--- src/rtl/ffsa_pkg.sv ---
package ffsa_pkg;

  // Default sizing of the segment table and the address space.
  localparam int unsigned MAX_SEGMENTS_DEF = 16;
  localparam int unsigned ADDR_BITS_DEF    = 16;

  // Fixed field widths of the channels and the configuration port.
  localparam int unsigned FIELD_BITS   = 16;
  localparam int unsigned CMD_BITS     = 2;
  localparam int unsigned STAT_BITS    = 2;
  localparam int unsigned CFG_IDX_BITS = 1;

  // Request commands.
  localparam logic [CMD_BITS-1:0] CMD_ALLOC = 2'd0;
  localparam logic [CMD_BITS-1:0] CMD_FREE  = 2'd1;
  localparam logic [CMD_BITS-1:0] CMD_INIT  = 2'd2;

  // Result status codes.
  localparam logic [STAT_BITS-1:0] STAT_OK    = 2'd0;
  localparam logic [STAT_BITS-1:0] STAT_NOFIT = 2'd1;
  localparam logic [STAT_BITS-1:0] STAT_FULL  = 2'd2;

  // Configuration register indexes.
  localparam logic [CFG_IDX_BITS-1:0] CFG_POOL_BASE = 1'd0;
  localparam logic [CFG_IDX_BITS-1:0] CFG_POOL_SIZE = 1'd1;

  // Datapath operations issued by the controller.
  typedef enum logic [4:0] {
    OP_NONE,
    OP_LOAD,
    OP_INIT,
    OP_REJECT,
    OP_FULL,
    OP_SCAN_RD,
    OP_NEXT,
    OP_ALLOC_HIT,
    OP_MERGE_PREV,
    OP_MERGE_NEXT,
    OP_SHDN_RD,
    OP_SHDN_WR,
    OP_SHDN_END,
    OP_SHUP_START,
    OP_SHUP_RD,
    OP_SHUP_WR,
    OP_INSERT,
    OP_DELIVER
  } dp_op_e;

  typedef struct packed {
    dp_op_e op;
  } dp_cmd_t;

  // Conditions reported by the datapath.
  typedef struct packed {
    logic [CMD_BITS-1:0] cmd;
    logic                n_zero;
    logic                outside;
    logic                idx_lt_cnt;
    logic                fit;
    logic                before_end;
    logic                join_prev;
    logic                join_next;
    logic                full;
    logic                newlen_zero;
    logic                shdn_more;
    logic                shup_more;
  } dp_stat_t;

endpackage

--- src/rtl/ffsa_req_if.sv ---
interface ffsa_req_if;
  logic                                valid;
  logic                                ready;
  logic [ffsa_pkg::CMD_BITS-1:0]       cmd;
  logic [ffsa_pkg::FIELD_BITS-1:0]     address;
  logic [ffsa_pkg::FIELD_BITS-1:0]     length;

  modport source (output valid, cmd, address, length, input ready);
  modport sink (input valid, cmd, address, length, output ready);
endinterface

--- src/rtl/ffsa_rsp_if.sv ---
interface ffsa_rsp_if;
  logic                                valid;
  logic                                ready;
  logic [ffsa_pkg::STAT_BITS-1:0]      status;
  logic [ffsa_pkg::FIELD_BITS-1:0]     granted_address;

  modport source (output valid, status, granted_address, input ready);
  modport sink (input valid, status, granted_address, output ready);
endinterface

--- src/rtl/ffsa_datapath.sv ---
module ffsa_datapath #(
  parameter int unsigned MAX_SEGMENTS = ffsa_pkg::MAX_SEGMENTS_DEF,
  parameter int unsigned ADDR_BITS    = ffsa_pkg::ADDR_BITS_DEF
) (
  input  logic                                clk_i,
  input  logic                                rst_ni,
  input  logic                                cfg_we_i,
  input  logic [ffsa_pkg::CFG_IDX_BITS-1:0]   cfg_idx_i,
  input  logic [ffsa_pkg::FIELD_BITS-1:0]     cfg_wdata_i,
  input  logic [ffsa_pkg::CMD_BITS-1:0]       req_cmd_i,
  input  logic [ffsa_pkg::FIELD_BITS-1:0]     req_address_i,
  input  logic [ffsa_pkg::FIELD_BITS-1:0]     req_length_i,
  input  ffsa_pkg::dp_cmd_t                   ctl_i,
  output ffsa_pkg::dp_stat_t                  stat_o,
  output logic [ffsa_pkg::STAT_BITS-1:0]      out_status_o,
  output logic [ffsa_pkg::FIELD_BITS-1:0]     out_gaddr_o
);

  localparam int unsigned IW = $clog2(MAX_SEGMENTS + 1);
  localparam int unsigned AW = $clog2(MAX_SEGMENTS);
  localparam int unsigned LW = ADDR_BITS + 1;
  localparam int unsigned FB = ffsa_pkg::FIELD_BITS;
  localparam int unsigned WW = ((ADDR_BITS > FB) ? ADDR_BITS : FB) + 1;

  // Segment table memory with registered read data.
  logic [ADDR_BITS-1:0] mem_start [MAX_SEGMENTS];
  logic [LW-1:0]        mem_len   [MAX_SEGMENTS];
  logic [ADDR_BITS-1:0] rd_start_q;
  logic [LW-1:0]        rd_len_q;

  logic [FB-1:0]        base_q, size_q;
  logic [IW-1:0]        cnt_q, cnt_d;
  logic [IW-1:0]        idx_q, ptr_q;
  logic [ffsa_pkg::CMD_BITS-1:0]  cmd_q;
  logic [ADDR_BITS-1:0] a_q;
  logic [FB-1:0]        n_q;
  logic [ADDR_BITS-1:0] prev_start_q;
  logic [LW-1:0]        prev_len_q;
  logic [ffsa_pkg::STAT_BITS-1:0] status_q, out_status_q;
  logic [FB-1:0]        gaddr_q, out_gaddr_q;

  logic [ADDR_BITS-1:0] base_a;
  logic [WW-1:0]        pend_raw, span, pend, a_w, end_w, gaddr_w, n_w, len_w;
  logic [LW-1:0]        end_l, rd_end, prev_end, e_prev, e_next, newlen;
  logic [IW-1:0]        idx_p1, idx_m1, ptr_m1;
  logic                 join_prev, join_next, idx_lt_cnt;

  logic                 we, re;
  logic [AW-1:0]        waddr, raddr;
  logic [ADDR_BITS-1:0] wstart;
  logic [LW-1:0]        wlen;

  // Pool bounds, saturated at the top of the address space.
  always_comb begin
    base_a   = ADDR_BITS'(base_q);
    pend_raw = WW'(base_a) + WW'(size_q);
    span     = WW'(1) << ADDR_BITS;
    pend     = (pend_raw > span) ? span : pend_raw;
  end

  // Request arithmetic and comparisons.
  always_comb begin
    a_w        = WW'(a_q);
    n_w        = WW'(n_q);
    len_w      = WW'(rd_len_q);
    end_w      = a_w + n_w;
    end_l      = LW'(end_w);
    rd_end     = LW'(rd_start_q) + rd_len_q;
    prev_end   = LW'(prev_start_q) + prev_len_q;
    gaddr_w    = WW'(rd_start_q) + len_w - n_w;
    newlen     = LW'(len_w - n_w);
    idx_p1     = idx_q + IW'(1);
    idx_m1     = idx_q - IW'(1);
    ptr_m1     = ptr_q - IW'(1);
    idx_lt_cnt = idx_q < cnt_q;
    join_prev  = (idx_q != '0) && (prev_end >= LW'(a_q));
    join_next  = idx_lt_cnt && (end_l >= LW'(rd_start_q));
    e_prev     = (prev_end > end_l) ? prev_end : end_l;
    if (join_next && (rd_end > e_prev)) begin
      e_prev = rd_end;
    end
    e_next     = (rd_end > end_l) ? rd_end : end_l;
  end

  // Conditions for the controller.
  always_comb begin
    stat_o.cmd         = cmd_q;
    stat_o.n_zero      = (n_q == '0);
    stat_o.outside     = (a_w < WW'(base_a)) || (a_w >= pend) || (end_w > pend);
    stat_o.idx_lt_cnt  = idx_lt_cnt;
    stat_o.fit         = len_w >= n_w;
    stat_o.before_end  = LW'(rd_start_q) < end_l;
    stat_o.join_prev   = join_prev;
    stat_o.join_next   = join_next;
    stat_o.full        = (cnt_q == IW'(MAX_SEGMENTS));
    stat_o.newlen_zero = (newlen == '0);
    stat_o.shdn_more   = idx_p1 < cnt_q;
    stat_o.shup_more   = ptr_q > idx_q;
  end

  // Memory port selection per operation.
  always_comb begin
    we     = 1'b0;
    re     = 1'b0;
    waddr  = idx_q[AW-1:0];
    raddr  = idx_q[AW-1:0];
    wstart = rd_start_q;
    wlen   = rd_len_q;
    case (ctl_i.op)
      ffsa_pkg::OP_INIT: begin
        we     = pend > WW'(base_a);
        waddr  = '0;
        wstart = base_a;
        wlen   = LW'(pend - WW'(base_a));
      end
      ffsa_pkg::OP_SCAN_RD: begin
        re = 1'b1;
      end
      ffsa_pkg::OP_ALLOC_HIT: begin
        we   = (newlen != '0);
        wlen = newlen;
      end
      ffsa_pkg::OP_MERGE_PREV: begin
        we     = 1'b1;
        waddr  = idx_m1[AW-1:0];
        wstart = prev_start_q;
        wlen   = e_prev - LW'(prev_start_q);
      end
      ffsa_pkg::OP_MERGE_NEXT: begin
        we     = 1'b1;
        wstart = a_q;
        wlen   = e_next - LW'(a_q);
      end
      ffsa_pkg::OP_SHDN_RD: begin
        re    = 1'b1;
        raddr = idx_p1[AW-1:0];
      end
      ffsa_pkg::OP_SHDN_WR: begin
        we = 1'b1;
      end
      ffsa_pkg::OP_SHUP_RD: begin
        re    = 1'b1;
        raddr = ptr_m1[AW-1:0];
      end
      ffsa_pkg::OP_SHUP_WR: begin
        we    = 1'b1;
        waddr = ptr_q[AW-1:0];
      end
      ffsa_pkg::OP_INSERT: begin
        we     = 1'b1;
        wstart = a_q;
        wlen   = LW'(n_q);
      end
      default: begin
        we = 1'b0;
      end
    endcase
  end

  // Segment table storage.
  always_ff @(posedge clk_i) begin
    if (we) begin
      mem_start[waddr] <= wstart;
      mem_len[waddr]   <= wlen;
    end
    if (re) begin
      rd_start_q <= mem_start[raddr];
      rd_len_q   <= mem_len[raddr];
    end
  end

  // Segment count update.
  always_comb begin
    cnt_d = cnt_q;
    case (ctl_i.op)
      ffsa_pkg::OP_INIT:     cnt_d = (pend > WW'(base_a)) ? IW'(1) : '0;
      ffsa_pkg::OP_SHDN_END: cnt_d = cnt_q - IW'(1);
      ffsa_pkg::OP_INSERT:   cnt_d = cnt_q + IW'(1);
      default:               cnt_d = cnt_q;
    endcase
  end

  // Configuration registers and segment count.
  always_ff @(posedge clk_i or negedge rst_ni) begin
    if (!rst_ni) begin
      base_q <= '0;
      size_q <= '0;
      cnt_q  <= '0;
    end else begin
      cnt_q <= cnt_d;
      if (cfg_we_i && (cfg_idx_i == ffsa_pkg::CFG_POOL_BASE)) begin
        base_q <= cfg_wdata_i;
      end
      if (cfg_we_i && (cfg_idx_i == ffsa_pkg::CFG_POOL_SIZE)) begin
        size_q <= cfg_wdata_i;
      end
    end
  end

  // Request registers, scan pointers and result.
  always_ff @(posedge clk_i) begin
    case (ctl_i.op)
      ffsa_pkg::OP_LOAD: begin
        cmd_q    <= req_cmd_i;
        a_q      <= ADDR_BITS'(req_address_i);
        n_q      <= req_length_i;
        idx_q    <= '0;
        status_q <= ffsa_pkg::STAT_OK;
        gaddr_q  <= '0;
      end
      ffsa_pkg::OP_REJECT:    status_q <= ffsa_pkg::STAT_NOFIT;
      ffsa_pkg::OP_FULL:      status_q <= ffsa_pkg::STAT_FULL;
      ffsa_pkg::OP_NEXT: begin
        prev_start_q <= rd_start_q;
        prev_len_q   <= rd_len_q;
        idx_q        <= idx_p1;
      end
      ffsa_pkg::OP_ALLOC_HIT: gaddr_q <= gaddr_w[FB-1:0];
      ffsa_pkg::OP_SHDN_WR:   idx_q   <= idx_p1;
      ffsa_pkg::OP_SHUP_START: ptr_q  <= cnt_q;
      ffsa_pkg::OP_SHUP_WR:   ptr_q   <= ptr_m1;
      ffsa_pkg::OP_DELIVER: begin
        out_status_q <= status_q;
        out_gaddr_q  <= gaddr_q;
      end
      default: begin
        idx_q <= idx_q;
      end
    endcase
  end

  assign out_status_o = out_status_q;
  assign out_gaddr_o  = out_gaddr_q;

endmodule

--- src/rtl/ffsa_ctrl.sv ---
module ffsa_ctrl (
  input  logic               clk_i,
  input  logic               rst_ni,
  input  logic               in_valid_i,
  output logic               in_ready_o,
  output logic               out_valid_o,
  input  logic               out_ready_i,
  input  ffsa_pkg::dp_stat_t stat_i,
  output ffsa_pkg::dp_cmd_t  ctl_o
);

  typedef enum logic [3:0] {
    S_IDLE,
    S_DISPATCH,
    S_SCAN,
    S_EVAL,
    S_DECIDE,
    S_SHDN,
    S_SHDN_W,
    S_SHUP,
    S_SHUP_W,
    S_DONE
  } state_e;

  state_e state_q, state_d;
  logic   out_valid_q, out_valid_d;
  logic   is_alloc;

  assign is_alloc    = (stat_i.cmd == ffsa_pkg::CMD_ALLOC);
  assign in_ready_o  = (state_q == S_IDLE);
  assign out_valid_o = out_valid_q;

  // Next state and datapath operation.
  always_comb begin
    state_d     = state_q;
    ctl_o.op    = ffsa_pkg::OP_NONE;
    out_valid_d = out_valid_q && !out_ready_i;
    case (state_q)
      S_IDLE: begin
        if (in_valid_i) begin
          ctl_o.op = ffsa_pkg::OP_LOAD;
          state_d  = S_DISPATCH;
        end
      end
      S_DISPATCH: begin
        state_d = S_DONE;
        case (stat_i.cmd)
          ffsa_pkg::CMD_ALLOC: begin
            if (stat_i.n_zero) begin
              ctl_o.op = ffsa_pkg::OP_REJECT;
            end else begin
              state_d = S_SCAN;
            end
          end
          ffsa_pkg::CMD_FREE: begin
            if (stat_i.outside) begin
              ctl_o.op = ffsa_pkg::OP_REJECT;
            end else if (!stat_i.n_zero) begin
              state_d = S_SCAN;
            end
          end
          ffsa_pkg::CMD_INIT: ctl_o.op = ffsa_pkg::OP_INIT;
          default:            ctl_o.op = ffsa_pkg::OP_REJECT;
        endcase
      end
      S_SCAN: begin
        if (stat_i.idx_lt_cnt) begin
          ctl_o.op = ffsa_pkg::OP_SCAN_RD;
          state_d  = S_EVAL;
        end else if (is_alloc) begin
          ctl_o.op = ffsa_pkg::OP_REJECT;
          state_d  = S_DONE;
        end else begin
          state_d = S_DECIDE;
        end
      end
      S_EVAL: begin
        if (is_alloc) begin
          if (stat_i.fit) begin
            ctl_o.op = ffsa_pkg::OP_ALLOC_HIT;
            state_d  = stat_i.newlen_zero ? S_SHDN : S_DONE;
          end else begin
            ctl_o.op = ffsa_pkg::OP_NEXT;
            state_d  = S_SCAN;
          end
        end else if (stat_i.before_end) begin
          ctl_o.op = ffsa_pkg::OP_NEXT;
          state_d  = S_SCAN;
        end else begin
          state_d = S_DECIDE;
        end
      end
      S_DECIDE: begin
        if (stat_i.join_prev) begin
          ctl_o.op = ffsa_pkg::OP_MERGE_PREV;
          state_d  = stat_i.join_next ? S_SHDN : S_DONE;
        end else if (stat_i.join_next) begin
          ctl_o.op = ffsa_pkg::OP_MERGE_NEXT;
          state_d  = S_DONE;
        end else if (stat_i.full) begin
          ctl_o.op = ffsa_pkg::OP_FULL;
          state_d  = S_DONE;
        end else begin
          ctl_o.op = ffsa_pkg::OP_SHUP_START;
          state_d  = S_SHUP;
        end
      end
      S_SHDN: begin
        if (stat_i.shdn_more) begin
          ctl_o.op = ffsa_pkg::OP_SHDN_RD;
          state_d  = S_SHDN_W;
        end else begin
          ctl_o.op = ffsa_pkg::OP_SHDN_END;
          state_d  = S_DONE;
        end
      end
      S_SHDN_W: begin
        ctl_o.op = ffsa_pkg::OP_SHDN_WR;
        state_d  = S_SHDN;
      end
      S_SHUP: begin
        if (stat_i.shup_more) begin
          ctl_o.op = ffsa_pkg::OP_SHUP_RD;
          state_d  = S_SHUP_W;
        end else begin
          ctl_o.op = ffsa_pkg::OP_INSERT;
          state_d  = S_DONE;
        end
      end
      S_SHUP_W: begin
        ctl_o.op = ffsa_pkg::OP_SHUP_WR;
        state_d  = S_SHUP;
      end
      S_DONE: begin
        // Load the output register once it is free or being emptied.
        if (!out_valid_q || out_ready_i) begin
          ctl_o.op    = ffsa_pkg::OP_DELIVER;
          out_valid_d = 1'b1;
          state_d     = S_IDLE;
        end
      end
      default: begin
        state_d = S_IDLE;
      end
    endcase
  end

  // State and output valid register.
  always_ff @(posedge clk_i or negedge rst_ni) begin
    if (!rst_ni) begin
      state_q     <= S_IDLE;
      out_valid_q <= 1'b0;
    end else begin
      state_q     <= state_d;
      out_valid_q <= out_valid_d;
    end
  end

endmodule

--- src/rtl/first_fit_segment_allocator_top.sv ---
// First-fit free-segment allocator with coalescing.
// Requests arrive on the req channel (cmd, address, length) and each one
// yields exactly one result on the rsp channel (status, granted_address).
// Commands: allocate takes the first free segment that is large enough and
// carves the request from its top end; free returns a range to the table
// and merges it with its neighbors; init makes the whole pool one segment.
// The pool is set through the write port: index 0 pool base, 1 pool size.
// Write it only while no request is in flight.
// One request is worked on at a time. The controller walks the segment
// table through a memory with one read and one write port, one entry at a
// time, both to examine entries and to move them when one is inserted or
// removed. The next request is accepted at the earliest in the cycle after
// the result register is loaded.
// The result sits in an output register, so a new request is taken while
// an earlier result still waits; a stalled receiver holds the next result
// back in the controller, and then no further request is taken.
// Reset empties the table and clears the pool base and size to zero.
module first_fit_segment_allocator_top #(
  parameter int unsigned MAX_SEGMENTS = ffsa_pkg::MAX_SEGMENTS_DEF,
  parameter int unsigned ADDR_BITS    = ffsa_pkg::ADDR_BITS_DEF
) (
  input  logic                              clk_i,
  input  logic                              rst_ni,
  ffsa_req_if.sink                          req,
  ffsa_rsp_if.source                        rsp,
  input  logic                              cfg_we_i,
  input  logic [ffsa_pkg::CFG_IDX_BITS-1:0] cfg_idx_i,
  input  logic [ffsa_pkg::FIELD_BITS-1:0]   cfg_wdata_i
);

  ffsa_pkg::dp_cmd_t  ctl;
  ffsa_pkg::dp_stat_t stat;

  // Sequencer.
  ffsa_ctrl u_ctrl (
    .clk_i       (clk_i),
    .rst_ni      (rst_ni),
    .in_valid_i  (req.valid),
    .in_ready_o  (req.ready),
    .out_valid_o (rsp.valid),
    .out_ready_i (rsp.ready),
    .stat_i      (stat),
    .ctl_o       (ctl)
  );

  // Segment table and arithmetic.
  ffsa_datapath #(
    .MAX_SEGMENTS (MAX_SEGMENTS),
    .ADDR_BITS    (ADDR_BITS)
  ) u_datapath (
    .clk_i         (clk_i),
    .rst_ni        (rst_ni),
    .cfg_we_i      (cfg_we_i),
    .cfg_idx_i     (cfg_idx_i),
    .cfg_wdata_i   (cfg_wdata_i),
    .req_cmd_i     (req.cmd),
    .req_address_i (req.address),
    .req_length_i  (req.length),
    .ctl_i         (ctl),
    .stat_o        (stat),
    .out_status_o  (rsp.status),
    .out_gaddr_o   (rsp.granted_address)
  );

endmodule

--- src/flat_wrapper.sv ---
// flat-port wrapper written by rule: the top's interface ports become plain ports
module first_fit_segment_allocator_top_flat 
#(
  parameter int unsigned MAX_SEGMENTS = ffsa_pkg::MAX_SEGMENTS_DEF,
  parameter int unsigned ADDR_BITS    = ffsa_pkg::ADDR_BITS_DEF
)
  (clk_i, rst_ni, cfg_we_i, cfg_idx_i, cfg_wdata_i, req_valid, req_cmd, req_address, req_length, req_ready, rsp_valid, rsp_status, rsp_granted_address, rsp_ready);
  ffsa_req_if req_i ();
  ffsa_rsp_if rsp_i ();
  input  logic clk_i;
  input  logic rst_ni;
  input  logic cfg_we_i;
  input  logic [ffsa_pkg::CFG_IDX_BITS-1:0] cfg_idx_i;
  input  logic [ffsa_pkg::FIELD_BITS-1:0] cfg_wdata_i;
  input wire logic [$bits(req_i.valid)-1:0] req_valid;
  input wire logic [$bits(req_i.cmd)-1:0] req_cmd;
  input wire logic [$bits(req_i.address)-1:0] req_address;
  input wire logic [$bits(req_i.length)-1:0] req_length;
  output wire logic [$bits(req_i.ready)-1:0] req_ready;
  output wire logic [$bits(rsp_i.valid)-1:0] rsp_valid;
  output wire logic [$bits(rsp_i.status)-1:0] rsp_status;
  output wire logic [$bits(rsp_i.granted_address)-1:0] rsp_granted_address;
  input wire logic [$bits(rsp_i.ready)-1:0] rsp_ready;
  assign req_i.valid = req_valid;
  assign req_i.cmd = req_cmd;
  assign req_i.address = req_address;
  assign req_i.length = req_length;
  assign req_ready = req_i.ready;
  assign rsp_valid = rsp_i.valid;
  assign rsp_status = rsp_i.status;
  assign rsp_granted_address = rsp_i.granted_address;
  assign rsp_i.ready = rsp_ready;
  first_fit_segment_allocator_top #(.MAX_SEGMENTS(MAX_SEGMENTS), .ADDR_BITS(ADDR_BITS)) u_core (.clk_i(clk_i), .rst_ni(rst_ni), .req(req_i), .rsp(rsp_i), .cfg_we_i(cfg_we_i), .cfg_idx_i(cfg_idx_i), .cfg_wdata_i(cfg_wdata_i));
endmodule
--- config.mk ---
export PLATFORM = sky130hd
export DESIGN_NAME = first_fit_segment_allocator_top_flat
export DESIGN_NICKNAME = d
export VERILOG_FILES = /design/src/rtl/ffsa_pkg.sv /design/src/rtl/ffsa_req_if.sv /design/src/rtl/ffsa_rsp_if.sv /design/src/rtl/ffsa_datapath.sv /design/src/rtl/ffsa_ctrl.sv /design/src/rtl/first_fit_segment_allocator_top.sv /design/src/flat_wrapper.sv
export SDC_FILE = /design/constraint.sdc
export NUM_CORES = 2
export LEC_CHECK = 0
export BUFFER_PORTS_ARGS = -buffer_cell sky130_fd_sc_hd__buf_4
export CORE_MARGIN = 3
export CORE_UTILIZATION = 61
export CTS_BUF_LIST = sky130_fd_sc_hd__clkbuf_4 sky130_fd_sc_hd__clkbuf_8 sky130_fd_sc_hd__clkbuf_16
export DETAILED_ROUTE_END_ITERATION = 10
export HOLD_SLACK_MARGIN = 0.12
export PLACE_DENSITY = 0.78
export SLEW_MARGIN = 20
export SYNTH_ARGS = -nofsm -noshare
export SYNTH_HDL_FRONTEND = slang
export SYNTH_SLANG_ARGS = --single-unit
--- constraint.sdc ---
create_clock -name clk_i -period 11.3 [get_ports clk_i]
set_input_delay 0.565 -clock clk_i [delete_from_list [all_inputs] [get_ports clk_i]]
set_output_delay 0.565 -clock clk_i [all_outputs]
set_load 0.005 [all_outputs]
After elaboration in Yosys (flattened, before gate mapping)
Memories as Yosys holds them, arrays and structs flattened. A register that Yosys moved wholly into a read port is not among the register bits.
Cells that the tools add are included.
{ "word_totals": {"ff_bits": 155, "ram_bits": 528, "in_bits": 56, "out_inout_bits": 20, "elab_cells": 160, "mem_count": 2} }
{ "memory_table": {"columns": ["memory", "depth", "word_bits", "read_ports", "rd_ports_with_merged_regs", "wr", "line", "rtl"], "rows": [
  ["u_core.u_datapath.mem_len", 16, 17, 1, 1, 1, "ffsa_datapath.sv:27", "logic [LW-1:0] mem_len [MAX_SEGMENTS];"],
  ["u_core.u_datapath.mem_start", 16, 16, 1, 1, 1, "ffsa_datapath.sv:26", "logic [ADDR_BITS-1:0] mem_start [MAX_SEGMENTS];"]
]} }
{ "op_classes": {"add_sub_neg": 14, "order_cmp": 15, "n_eq_ne": 31, "mux": 54, "n_bitwise": 1, "reduce_logical": 27} }
{ "op_table": {"columns": ["op", "count"], "rows": [
  ["17-bit one-hot mux with 5 select lines", 1],
  ["17-bit greater-than comparator", 4],
  ["17-bit two-way mux", 4],
  ["4-bit two-way mux", 17],
  ["17-bit by 16-bit subtractor with 17-bit output", 4],
  ["17-bit by 16-bit greater-or-equal comparator with 1-bit output", 3],
  ["5-bit one-hot mux with 10 select lines", 1],
  ["16-bit one-hot mux with 3 select lines", 1],
  ["5-bit by 4-bit equality test with 1-bit output (second input constant)", 8],
  ["4-bit one-hot mux with 10 select lines", 1],
  ["16-bit by 16-bit adder with 17-bit output", 2],
  ["16-bit by 17-bit adder with 17-bit output", 2],
  ["16-bit one-hot mux with 2 select lines", 1],
  ["5-bit one-hot mux with 3 select lines", 2],
  ["5-bit by 3-bit equality test with 1-bit output (second input constant)", 4],
  ["5-bit one-hot mux with 2 select lines", 2],
  ["16-bit by 17-bit greater-or-equal comparator with 1-bit output", 1],
  ["17-bit by 16-bit greater-than comparator with 1-bit output", 1],
  ["17-bit greater-than comparator (second input constant)", 1],
  ["17-bit logical NOT", 1],
  ["16-bit by 17-bit < comparator with 1-bit output", 1],
  ["17-bit nonzero test", 1],
  ["4-bit by 3-bit equality test with 1-bit output (second input constant)", 4],
  ["16-bit logical NOT", 1],
  ["37 further kinds", 74]
]} }

Longest topological paths before layout
{ "depth": {"ltp_word": 14, "ltp_mapped": 50, "mapped_depth_nobuf": 47} }

Cells and area by module
Synthesis repeated with hierarchy kept, for this count alone.
{ "unflattened": {"hier_cells": 3522, "area_unflattened_um2": 39769.4} }
{ "by_module_without_submodules": {"columns": ["mod", "n_inst", "cells_per_inst", "area_per_inst_um2", "seq_area_each_um2"], "rows": [
  ["ffsa_datapath", 1, 3429, 39097.5, 21165.3],
  ["ffsa_ctrl", 1, 93, 671.9, 125.1]
]} }

Worst setup path after synthesis
Ideal clock, no wire load.
{ "synth_timing": {"path_kind": "reg-to-reg", "startpoint": "register u_core.u_datapath.a_q[1]", "endpoint": "memory u_core.u_datapath.mem_len[0][16] (netlist name), data pin", "setup_ns": 0.299, "arrival_time_ns": 9.444, "required_time_ns": 11.001, "path_slack_ns": 1.558, "stages_incl_launch_ff": 48, "path_buffers": 4, "synth_period_minus_slack_ns": 9.742, "cell_sequence": "edfxtp_1 > ha_1 > a21o_1 > a21oi_1 > o21bai_1 > a21oi_1 > o21bai_1 > a21oi_1 > o211ai_1 > a2111oi_0 > o31ai_1 > a21oi_1 > xor2_1 > ha_1 > a21o_1 > a21oi_1 > o31ai_1 > a21oi_1 > [12 not listed] > a211oi_1 > buf_2 > buf_2 > a21oi_1 > fa_1 > nor2b_1 > o21ai_0 > a21boi_0 > o211ai_1 > a21boi_0 > o31ai_1 > a21oi_1 > a31oi_1 > o21ai_0 > xor2_1 > mux2i_1 > a21oi_1 > a22oi_1"} }
{ "synth_between": {"elab_chain_cells": 8, "word_cells_on_any_way": 33, "classes_between": "3 x add/sub; 9 x order compare; 5 x eq/ne; 11 x mux; 5 x reduce/logical"} }
{ "synth_rtl": {"columns": ["element", "line", "rtl"], "rows": [
  ["start, declared", "ffsa_datapath.sv:35", "logic [ADDR_BITS-1:0] a_q;"],
  ["start signal, assigned", "ffsa_datapath.sv:205", "a_q <= ADDR_BITS'(req_address_i);"],
  ["16-bit by 16-bit adder with 17-bit output, or another cell as far along", "ffsa_datapath.sv:66", "end_w = a_w + n_w;"],
  ["17-bit greater-than comparator, or another cell as far along", "ffsa_datapath.sv:78", "e_prev = (prev_end > end_l) ? prev_end : end_l;"],
  ["17-bit two-way mux, or another cell as far along", "ffsa_datapath.sv:78", null],
  ["17-bit greater-than comparator, or another cell as far along", "ffsa_datapath.sv:79", "if (join_next && (rd_end > e_prev)) begin"],
  ["1-bit logical AND, or another cell as far along", "ffsa_datapath.sv:79", null],
  ["17-bit two-way mux / 5-bit one-hot mux with 10 select lines (equally long branches)", "ffsa_datapath.sv:79, ffsa_ctrl.sv:38", null],
  ["17-bit by 16-bit subtractor with 17-bit output, or another cell as far along", "ffsa_datapath.sv:127", "wlen = e_prev - LW'(prev_start_q);"],
  ["17-bit one-hot mux with 5 select lines *", "ffsa_datapath.sv:109", "case (ctl_i.op)"],
  ["net u_core.u_datapath.wlen[16]", "ffsa_datapath.sv:51", "logic [LW-1:0] wlen;"],
  ["end, declared", "ffsa_datapath.sv:27", null]
]} }
Mark *: on every way through the listed nets, which the timed path passes. The rest lies on a longest branch.

Worst setup path in the final report
{ "layout_timing": {"startpoint": "register u_core.u_datapath.prev_start_q[1]", "endpoint": "memory u_core.u_datapath.mem_len[11][13] (netlist name), data pin"} }
{ "layout_between": {"elab_chain_cells": 8, "word_cells_on_any_way": 17, "classes_between": "2 x add/sub; 3 x order compare; 5 x eq/ne; 5 x mux; 2 x reduce/logical"} }
{ "layout_rtl": {"columns": ["element", "line", "rtl"], "rows": [
  ["start, declared", "ffsa_datapath.sv:37", "logic [ADDR_BITS-1:0] prev_start_q;"],
  ["start signal, assigned", "ffsa_datapath.sv:214", "prev_start_q <= rd_start_q;"],
  ["16-bit by 17-bit adder with 17-bit output", "ffsa_datapath.sv:69", "prev_end = LW'(prev_start_q) + prev_len_q;"],
  ["17-bit greater-than comparator", "ffsa_datapath.sv:78", null],
  ["17-bit two-way mux", "ffsa_datapath.sv:78", null],
  ["17-bit greater-than comparator", "ffsa_datapath.sv:79", null],
  ["1-bit logical AND", "ffsa_datapath.sv:79", null],
  ["17-bit two-way mux", "ffsa_datapath.sv:79", null],
  ["17-bit by 16-bit subtractor with 17-bit output", "ffsa_datapath.sv:127", null],
  ["17-bit one-hot mux with 5 select lines *", "ffsa_datapath.sv:109", null],
  ["net u_core.u_datapath.wlen[13]", "ffsa_datapath.sv:51", null]
]} }
Marks and branches as above.

==> out/qor.txt <==
Max-slew violations: 0
First-pass GRT wire length: 184000 um
Worst-Margin Slew: 1.14 ns
Post-Route WL: 126000 um
Iteration count of the initial detailed-routing pass: 7
Wire length per cell: 28.3 um
Area leader, netlist: edfxtp_1
I/O pin total: 76
Critical Path Source: u_core.u_datapath.prev_start_q[1]
Worst Setup Start Kind: flop
Async set-reset flop share out of synthesis: 0.0587
Most used cell, CP: a21oi_1
Commonest non-fill, non-tap cell in the layout: edfxtp_1
Initial DRC Count: 3477
Max-cap violations: 0
Final setup fails: 0
Initial antenna violation count: 4
Post-synth EDFFs: 674
Clk Latency, worst-skew pair: 0.66 ns
Vias: 29643
RePlAce Congestion: 1.03
DIE HEIGHT: 260 um
Compound-cell area share of the yosys netlist: 0.137
Clock slew at reported path FFs: 0.06 ns
Flop-to-flop setup slack: 0.75 ns
Outcome: finished, final reports clean
Syn_nets: 3753
Largest family of logic cells by synthesized area: compound AO/OA/AOI/OAI gates
Hold_sp: cfg_wdata_i[10]
Core Area: 63400 sq um
DRT antenna net count: 0
CTS Buf Count: 74
RSZ-0062 raised after global routing: false
Vias per std cell: 6.66
Crit Path Class: flop to flop
CP endpoint kind: flop
Area grow syn2layout: 12.5%
Maximum clock frequency: 94.8 MHz
Synthesized area: 39300 sq um
Commonest cells after routing, fill and taps aside: edfxtp_1 (674), nand2_1 (427), ha_1 (287)
# rows: 92
Simple-Gate Fraction of Synth Area: 0.113
Die area: 67400 sq um
Synth area leaders: edfxtp_1 (52%), ha_1 (9.1%), mux2i_1 (4.2%)
Req. time, crit path: 11.60 ns
DP HPWL: 86500 um
XOR/XNOR share of the synthesized area: 0.0286
Crit Path Max Fanout: 16
Top cell type's share of synthesized area: 0.516
Clk buf depth: 3
Yosys warns: 0
Nets: 3901
Mean post-synth cell area: 11.5 sq um
Largest net degree at the start of global routing: 167
Unique cell type count in the Yosys netlist: 88
Final Hold Fails: 0
DRC: 0
Share of cells above drive strength 1: 0.109
Remaining global-route overflow: 0
Critical path arrival: 10.85 ns
Primary FF master, synth: edfxtp_1
CTS Root Cell: clkbuf_16
Post-Synth Adder-Cell Area: 0.0966
Tmin final: 10.55 ns
Slew HR: 0.240
Setup TNS: 0 ns
Clk sink count: 716
CTS tree: built
Mux share of post-synthesis cell area: 0.0484
Mapped Cells: 3400
Buffers on Ports: 75
H-tree depth: 3
Vias in the first global route: 28794
Total GRT Usage: 0.371
Reg2reg start: u_core.u_datapath.prev_start_q[1]
Inserted Diodes: 0
Post-synthesis sequential area ratio: 0.542
Clk_skew: 0.0599 ns
Crit-path max cell delay: 0.49 ns
Die Width: 260 um
Min-Delay Path Class: input pin to flop
Seq cells post-synth: 716
Starting Density: 0.619
Slowest-stage cell, CP: edfxtp_1
Final Cycle Share: 0.934
[through the flow]
step,instance area (sq um),hold slack (ns),instances,setup slack (ns),utilization
2_1_floorplan,39300,0.269,3400,1.56,-
3_3_place_gp,41200,0.401,4280,0.730,0.650
3_5_place_dp,41200,0.405,4281,0.567,0.650
4_1_cts,44000,0.123,4448,0.447,0.694
5_1_grt,44200,0.128,4452,0.0335,0.696
6_report,44200,0.133,4452,0.749,0.696
[synth_stat cells, types with 6 or more instances]
cell type	number
nand2_1	427
o21a_1	33
o21ai_0	154
a221o_1	6
nor3_1	46
a2111oi_0	8
a32oi_1	35
and3_1	13
mux2i_1	163
fa_1	10
nor4_1	12
a21oi_1	188
xnor2_1	90
ha_1	287
a21boi_0	6
or4_1	6
o31ai_1	16
o32a_1	66
nand2b_1	26
a211oi_1	21
buf_4	13
buf_2	45
clkbuf_1	64
and2_1	8
mux2_2	24
a21o_1	64
inv_1	190
a31oi_1	45
or2_2	9
nand4_1	29
nand3_1	185
xor2_1	38
o211ai_1	27
edfxtp_1	674
dfrtp_1	42
a211o_1	8
o21bai_1	22
or3_1	13
nor2_1	137
nor3b_1	7
nor2b_1	33
a221oi_1	8
a222oi_1	11
[worst max-delay path: cells and delay by family (launching register included)]
family | cells | cell delay, ns
compound gates | 29 | 6.29
fa+ha+maj | 4 | 1.20
flops | 1 | 0.49
xor+xnor | 2 | 0.35
buf+inv | 5 | 1.07
simple gates | 6 | 0.65
mux | 1 | 0.13
[registers in the layout (all words and copies together), names as in the netlist, 4 cells and up]
| signal | flops |
|---|---|
| u_core.u_ctrl.state_q | 4 |
| u_core.u_datapath.a_q | 16 |
| u_core.u_datapath.base_a | 16 |
| u_core.u_datapath.cnt_q | 5 |
| u_core.u_datapath.gaddr_q | 16 |
| u_core.u_datapath.idx_q | 5 |
| u_core.u_datapath.len_w | 17 |
| u_core.u_datapath.mem_len | 272 |
| u_core.u_datapath.mem_start | 256 |
| u_core.u_datapath.n_q | 16 |
| u_core.u_datapath.out_gaddr_o | 16 |
| u_core.u_datapath.prev_len_q | 17 |
| u_core.u_datapath.prev_start_q | 16 |
| u_core.u_datapath.ptr_q | 5 |
| u_core.u_datapath.rd_start_q | 16 |
| u_core.u_datapath.size_q | 16 |
[layout make-up]
| type | instances | area [sq um] |
|---|---|---|
| clock inverters | 36 | 430 |
| fillers | 4403 | 19300 |
| multi-input cells | 2361 | 17000 |
| repair buffers | 203 | 1670 |
| flip-flops and latches | 716 | 21300 |
| well taps | 846 | 1060 |
| inverters | 192 | 723 |
| clock buffers | 98 | 2040 |
[kinds of logic (layout without fill, tap and decap cells)]
logic type / count (synthesis) / count (layout)
buffers and inverters: 323 / 529
XOR/XNOR: 128 / 128
adder cells (fa/ha/maj): 297 / 297
multiplexers: 187 / 187
flip-flops: 716 / 716
AND/OR/NAND/NOR: 968 / 968
AO/OA/AOI/OAI: 781 / 781
[per-layer routing]
metal / wire length, um / vias to the layer above / track usage
li1: - / 13148 / -
met1: 47400 / 14402 / 0.478
met2: 58500 / 1710 / 0.596
met3: 12000 / 383 / 0.0692
met4: 8310 / 0 / 0.209
met5: 0 / - / 0
[final timing paths]
kind                                                     end  cells after the start
min in group asynchronous        u_core.u_datapath.size_q[9]                      2
min                             u_core.u_datapath.base_a[10]                      3
max reg2reg                u_core.u_datapath.mem_len[11][13]                     47
max in group asynchronous          u_core.u_ctrl.out_valid_o                      2
min reg2reg                u_core.u_datapath.out_gaddr_o[12]                      0
max                        u_core.u_datapath.mem_len[11][13]                     47
[repair_timing]
action / CTS / global route
setup buffers: 0 / 1
endpoints found under the setup margin: 0 / 80
endpoints found under the hold margin: 74 / 1
gates resized for setup: 0 / 2
hold buffers: 33 / 1
Power is not shown: default switching activity piles up to over one toggle a cycle in this logic, so the estimate is an artifact.
